$ cat config.mk
export PLATFORM = sky130hd
export DESIGN_NAME = gcvc_divider
export DESIGN_NICKNAME = d
export VERILOG_FILES = /design/src/hw/rtl/gcvc_pkg.sv /design/src/hw/rtl/gcvc_divider.sv
export SDC_FILE = /design/constraint.sdc
export NUM_CORES = 1
export LEC_CHECK = 0
export ABC_AREA = 1
export BUFFER_PORTS_ARGS = -buffer_cell sky130_fd_sc_hd__buf_2
export CORE_UTILIZATION = 35
export CTS_CLUSTER_DIAMETER = 60
export DETAILED_ROUTE_END_ITERATION = 10
export PLACE_DENSITY = 0.56
export SYNTH_ARGS = -nofsm -noshare
export SYNTH_HDL_FRONTEND = slang
export SYNTH_SLANG_ARGS = --single-unit
$ cat constraint.sdc
create_clock -name clk -period 1.93 [get_ports clk]
set_input_delay 0.193 -clock clk [delete_from_list [all_inputs] [get_ports clk]]
set_output_delay 0.193 -clock clk [all_outputs]
set_load 0.02 [all_outputs]
$ cat src/hw/rtl/gcvc_pkg.sv
// Shared widths, register indexes, status codes and reset values of the grid cell visit counter.
package gcvc_pkg;

  // Field widths.
  localparam int LAT_W   = 28;
  localparam int LNG_W   = 29;
  localparam int COLS_W  = 24;
  localparam int ID_W    = 25;
  localparam int CNT_W   = 32;
  localparam int SLOT_W  = 10;
  localparam int STAT_W  = 3;
  localparam int USED_W  = 11;
  localparam int CFGI_W  = 3;
  localparam int CFGD_W  = 29;

  // The shared divider works on offset magnitudes and cell sizes.
  localparam int DIVN_W  = 30;
  localparam int DIVD_W  = 29;
  localparam int DIVC_W  = 5;

  // Configuration register indexes.
  localparam logic [CFGI_W-1:0] CFG_ORIGIN_LAT = 3'd0;
  localparam logic [CFGI_W-1:0] CFG_ORIGIN_LNG = 3'd1;
  localparam logic [CFGI_W-1:0] CFG_CELL_LAT   = 3'd2;
  localparam logic [CFGI_W-1:0] CFG_CELL_LNG   = 3'd3;
  localparam logic [CFGI_W-1:0] CFG_COLUMNS    = 3'd4;
  localparam logic [CFGI_W-1:0] CFG_TOTAL      = 3'd5;

  // Register reset values.
  localparam logic [LAT_W-1:0]  RST_ORIGIN_LAT = 28'd39410000;
  localparam logic [LNG_W-1:0]  RST_ORIGIN_LNG = 29'd115360000;
  localparam logic [LAT_W-1:0]  RST_CELL_LAT   = 28'd10000;
  localparam logic [LNG_W-1:0]  RST_CELL_LNG   = 29'd10000;
  localparam logic [COLS_W-1:0] RST_COLUMNS    = 24'd216;
  localparam logic [COLS_W-1:0] RST_TOTAL      = 24'd36504;

  // Result status codes.
  localparam logic [STAT_W-1:0] STAT_HIT   = 3'd0;
  localparam logic [STAT_W-1:0] STAT_NEW   = 3'd1;
  localparam logic [STAT_W-1:0] STAT_OUT   = 3'd2;
  localparam logic [STAT_W-1:0] STAT_FULL  = 3'd3;
  localparam logic [STAT_W-1:0] STAT_EMPTY = 3'd4;

  // Request to the shared divider.
  typedef struct packed {
    logic              go;
    logic [DIVN_W-1:0] dividend;
    logic [DIVD_W-1:0] divisor;
  } div_req_t;

endpackage

$ cat src/hw/rtl/gcvc_divider.sv
// Shared restoring divider, one quotient bit per cycle.
module gcvc_divider (
  input  logic                     clk,
  input  logic                     rst_n,
  input  gcvc_pkg::div_req_t       req,
  output logic                     done,
  output logic [gcvc_pkg::DIVN_W-1:0] quotient
);
  import gcvc_pkg::*;

  logic [DIVD_W-1:0] div_r;
  logic [DIVD_W:0]   rem_r, rem_nxt;
  logic [DIVN_W-1:0] quo_r, quo_nxt;
  logic [DIVC_W-1:0] cnt_r, cnt_nxt;
  logic              run_r, run_nxt;
  logic              done_r, done_nxt;
  logic [DIVD_W:0]   shifted;
  logic [DIVD_W+1:0] trial;

  // One restoring step: shift in the next dividend bit and try the subtraction.
  always_comb begin
    shifted  = {rem_r[DIVD_W-1:0], quo_r[DIVN_W-1]};
    trial    = {1'b0, shifted} - {2'b00, div_r};
    rem_nxt  = rem_r;
    quo_nxt  = quo_r;
    cnt_nxt  = cnt_r;
    run_nxt  = run_r;
    done_nxt = 1'b0;
    if (req.go) begin
      rem_nxt = '0;
      quo_nxt = req.dividend;
      cnt_nxt = DIVC_W'(DIVN_W - 1);
      run_nxt = 1'b1;
    end else if (run_r) begin
      if (!trial[DIVD_W+1]) begin
        rem_nxt = trial[DIVD_W:0];
        quo_nxt = {quo_r[DIVN_W-2:0], 1'b1};
      end else begin
        rem_nxt = shifted;
        quo_nxt = {quo_r[DIVN_W-2:0], 1'b0};
      end
      cnt_nxt = cnt_r - 1'b1;
      if (cnt_r == '0) begin
        run_nxt  = 1'b0;
        done_nxt = 1'b1;
      end
    end
  end

  // Control state.
  always_ff @(posedge clk) begin
    if (!rst_n) begin
      run_r  <= 1'b0;
      done_r <= 1'b0;
    end else begin
      run_r  <= run_nxt;
      done_r <= done_nxt;
    end
  end

  // Datapath registers.
  always_ff @(posedge clk) begin
    rem_r <= rem_nxt;
    quo_r <= quo_nxt;
    cnt_r <= cnt_nxt;
    if (req.go) begin
      div_r <= req.divisor;
    end
  end

  assign done     = done_r;
  assign quotient = quo_r;

endmodule

# Word level (Yosys, flattened, before mapping)
# Index checks and enable logic that the tools add are counted.
word_totals:
  ff_bits: 95
  input_bits: 62
  out_inout_bits: 31
  wordCells: 21
op_classes:
  n_addsub: 2
  mux: 8
  bitwise_logic: 2
  reduce_logical: 3
op_table:
  columns: ["operator", "count"]
  rows:
  - ["$mux W30", 2]
  - ["$sub A30 B29 Y31", 1]
  - ["$mux W29", 1]
  - ["$logic_not A5 Y1", 1]
  - ["$mux W1", 5]
  - ["$sub A5 B1 Y5 const B", 1]
  - ["$reduce_or A3 Y1", 1]
  - ["$not A1 Y1", 2]
  - ["$reduce_bool A2 Y1", 1]

# Longest topological paths before layout
depth:
  word_depth: 4
  depth_mapped: 15
  depth_no_buf: 15

# Least setup slack after synthesis
# OpenSTA, ideal clock, no wires.
synth_path:
  path_kind: "register -> register"
  from: "register quo_r[29] (netlist: quotient[29])"
  to: "register rem_r[14]"
  setup_ns: 0.176
  arrival_time_ns: 1.961
  required_ns: 1.754
  setup_slack_ns: -0.207
  path_stages_with_launch: 15
  n_path_buf: 1
  period_less_slack_ns: 2.137
  path_cell_list: "edfxtp_1 > inv_1 > ha_1 > fa_1 > inv_1 > nand2_1 > nand3_2 > nand2_2 > nand2_2 > nand2_2 > nand2_2 > buf_2 > nand2_1 > nand3_1 > o21ai_0"
synth_via:
  elab_chain_cells: 2
synth_rtl:
  columns: ["element", "line", "source"]
  rows:
  - ["start, declared", "gcvc_divider.sv:13", "logic [DIVN_W-1:0] quo_r, quo_nxt;"]
  - ["start signal, assigned", "gcvc_divider.sv:64", "quo_r <= quo_nxt;"]
  - ["$sub A30 B29 Y31", "gcvc_divider.sv:23", "trial = {1'b0, shifted} - {2'b00, div_r};"]
  - ["$mux W29", "gcvc_divider.sv:35", "if (!trial[DIVD_W+1]) begin"]
  - ["end signal, assigned", "gcvc_divider.sv:63", "rem_r <= rem_nxt;"]
  - ["end, declared", "gcvc_divider.sv:12", "logic [DIVD_W:0] rem_r, rem_nxt;"]
# No other way between the ends.
# A chain may end at the register's enable or synchronous reset.

# Worst setup path in the final report
layout_path:
  from: "register div_r[0]"
  to: "register rem_r[17]"
layout_via:
  elab_chain_cells: 2
layout_rtl:
  columns: ["element", "line", "source"]
  rows:
  - ["start, declared", "gcvc_divider.sv:11", "logic [DIVD_W-1:0] div_r;"]
  - ["start signal, assigned", "gcvc_divider.sv:67", "div_r <= req.divisor;"]
  - ["$sub A30 B29 Y31", "gcvc_divider.sv:23", null]
  - ["$mux W29", "gcvc_divider.sv:35", null]
# No other way between the ends.

==> results.sh <==
export IMPL_status="finished, violations left"
export IMPL_violations="setup timing"
export IMPL_syn_nets=1004
export IMPL_placed_cell_area_um2=7500
export IMPL_syn_area_per_cell_um2=6.85
export IMPL_min_period_over_period=1.04
export IMPL_ys_flop_type="edfxtp_1"
export IMPL_clock_fmax_mhz=500
export IMPL_core_um2=17400
export IMPL_p_leak_nw=4.69
export IMPL_worst_setup_path_start_kind="flop"
export IMPL_vias=5927
export IMPL_htreeDepth=3
export IMPL_grt_max_degree=38
export IMPL_netlist_area_um2=6240
export IMPL_grt_pass1_vias=5748
export IMPL_worstPathArrival_ns=2.26
export IMPL_postLayoutSetupSlackWorst_ns=-0.0713
export IMPL_first_pass_iters=7
export IMPL_slew_limit_headroom=0.696
export IMPL_dieArea_um2=18400
export IMPL_insertion_delay_ns=0.37
export IMPL_grt_pass1_wl_um=27800
export IMPL_area_delta_synth_final_pct=41.7
export IMPL_tritoncts="built"
export IMPL_rrSetupSlack_ns=-0.07
export IMPL_grt_ovfl_total=0
export IMPL_cts_buffers=9
export IMPL_pre_cts_slack_ns=-0.223
export IMPL_path_clk_slew_ns=0.08
export IMPL_critPathKind="reg -> reg"
export IMPL_ys_async_sr_fraction=0
export IMPL_gp_congestion=0.855
export IMPL_r2r_end="rem_r[17]$_SDFFE_PP0P_"
export IMPL_initial_core_util=0.359
export IMPL_slew_viol_final=0
export IMPL_synth_edf_count=59
export IMPL_pwr_density_cell_nw_per_um2=579
export IMPL_fin_nets=1195
export IMPL_max_cap_violations=0
export IMPL_rsz0062_at_grt="true"
export IMPL_die_w_um=136
export IMPL_diodes=0
export IMPL_drt_initial_drc_count=249
export IMPL_post_drt_wl_per_cell_um=12.9
export IMPL_rr_startpoint="div_r[0]$_DFFE_PP_"
export IMPL_syn_inst=911
export IMPL_synth_top_cell_by_area="edfxtp_1"
export IMPL_cts_root_buf="clkbuf_16"
export IMPL_whs_path_depth=1
export IMPL_ys_types=32
export IMPL_die_y_um=136
export IMPL_cts_buffer_depth=2
export IMPL_hp_start="req[1]"
export IMPL_yosys_warnings=0
export IMPL_hold_end="div_r[1]$_DFFE_PP_"
export IMPL_portBuffers=92
export IMPL_finClkSkew_ns=0.0158
export IMPL_clock_sinks=95
export IMPL_setup_tns_ns=-1.50
export IMPL_synth_top_area_share=0.284
export IMPL_fin_area_um2=8840
export IMPL_finalSetupViolCount=29
export IMPL_worstPathMaxFanout=7
export IMPL_pin_count=93
export IMPL_hold_viol=0
export IMPL_crit_required_ns=2.19
export IMPL_drc=0
export IMPL_drive_gt1_frac=0.304
export IMPL_r2r_cells=13
export IMPL_instances_no_fill=1332
export IMPL_drtAntennaViolNets=0
export IMPL_rows=48
export IMPL_min_period_ns=2.00
export IMPL_dp_cells=1287
export IMPL_hp_class="in -> reg"
export IMPL_tightest_slew_ns=0.457
export IMPL_yosys_top_cells_area="edfxtp_1, nand2_1, dfxtp_1"
export IMPL_worst_setup_path_end_kind="flop"
export IMPL_drt_wl_total_um=17200
export IMPL_peakVddDrop_mv=0.477
export IMPL_ys_ff_latch=95
export IMPL_place_hpwl_um=12500
export IMPL_grtUsageTotal=0.196
export IMPL_viasPerCell=4.45
export IMPL_ys_seq_area_frac=0.400
export IMPL_antenna_found_initial=0
-- report_power, final --
part	leakage (nW)	total [W]	internal (W)	switching, W
registers	0.883	0.00236	0.00230	0.0000572
clock network	0.151	0.00187	0.000930	0.000936
logic	3.66	0.000897	0.000377	0.000521
-- critical path: stages, from the launching register on --
cell	delay, ns
edfxtp_1	0.42
ha_4	0.18
fa_2	0.34
inv_2	0.09
nand2_2	0.05
nand3_2	0.07
nand2_2	0.08
nand2_4	0.10
nand2_8	0.10
nand2_8	0.12
buf_12	0.15
nand3_2	0.08
nand2_1	0.07
nand2_1	0.04
-- area by class of cell --
type	instances	area [um^2]
sequential	95	2490
clock buffer	9	225
clock inverter	7	83.8
tap	225	282
inverter	189	709
timing repair buffer	201	1510
fill	1722	8520
multi-input combinational	606	3540
-- cells by family after synthesis --
kind of cell / share of synthesized area
compound gates: 0.0309
flops: 0.400
xor+xnor: 0.0154
fa+ha+maj: 0.0634
buf+inv: 0.132
simple gates: 0.359
-- layer usage --
metal / part of all wire / vias to the layer above / global-route usage
met5: 0 / - / 0
met4: 0.017 / 0 / 0.0568
met3: 0.036 / 19 / 0.0355
met2: 0.45 / 105 / 0.313
met1: 0.50 / 2646 / 0.268
li1: - / 3157 / -
-- cells in the final DEF, fill, tap and decap left out, types with 11 or more instances in the layout --
cell and n:
nand2_1 328, o21ai_1 11, dlygate4sd3_1 18, nand3b_1 13, nor2_1 37, ha_1 12
edfxtp_1 59, clkbuf_16 12, inv_1 179, nand3_2 30, nand2_2 46, buf_2 92
ha_4 17, nand3_1 43, dfxtp_1 36, buf_4 78
-- how the worst max path moves through the flow --
| stage | startpoint | endpoint | cells after the start |
|---|---|---|---|
| 2_1_floorplan | quotient[29]$_DFFE_PP_ | rem_r[16]$_SDFFE_PP0P_ | 15 |
| 4_1_cts | div_r[8]$_DFFE_PP_ | rem_r[28]$_SDFFE_PP0P_ | 15 |
| 5_1_grt | div_r[0]$_DFFE_PP_ | rem_r[6]$_SDFFE_PP0P_ | 13 |
| 3_5_place_dp | div_r[25]$_DFFE_PP_ | rem_r[26]$_SDFFE_PP0P_ | 13 |
| 3_3_place_gp | div_r[25]$_DFFE_PP_ | rem_r[26]$_SDFFE_PP0P_ | 13 |
| 6_report | div_r[0]$_DFFE_PP_ | rem_r[17]$_SDFFE_PP0P_ | 13 |
-- repair_timing --
action / in CTS / in global routing
endpoints found under the hold margin: 16 / 2
endpoints found under the setup margin: 30 / 30
cloned: 2 / 3
hold buffers: 16 / 2
pin swaps: 19 / 15
resized for setup: 67 / 83
setup buffers: 4 / 2
-- cells in the mapped netlist (2+ instances only) --
master and instances:
clkbuf_1 11, nand3_2 9, xor2_1 3, nor2_1 41, a21oi_1 12, nand2_2 9, ha_1 30, nand4_1 5
buf_2 8, nand3_1 67, a21oi_2 2, edfxtp_1 59, nor2_2 4, nand3b_1 13, nand2_1 376, dfxtp_1 36
inv_1 188, o21ai_0 16, o211ai_1 2, xnor2_1 8
-- stage by stage --
step,total power [W],hold WS [ns],util
after global routing,0.00536,-0.000748,0.509
after detailed placement,0.00317,0.371,0.432
after floorplan,0.00282,0.292,-
after CTS,0.00512,0.000212,0.481
after global placement,0.00316,0.369,0.432
final,0.00512,0.00449,0.509
-- registers in the layout, indices dropped and copies added, names as in the netlist --
name	flops
done	1
div_r	29
cnt_r	5
rem_r	29
quotient	30
run_r	1
Power figures use the tool's default switching activity.
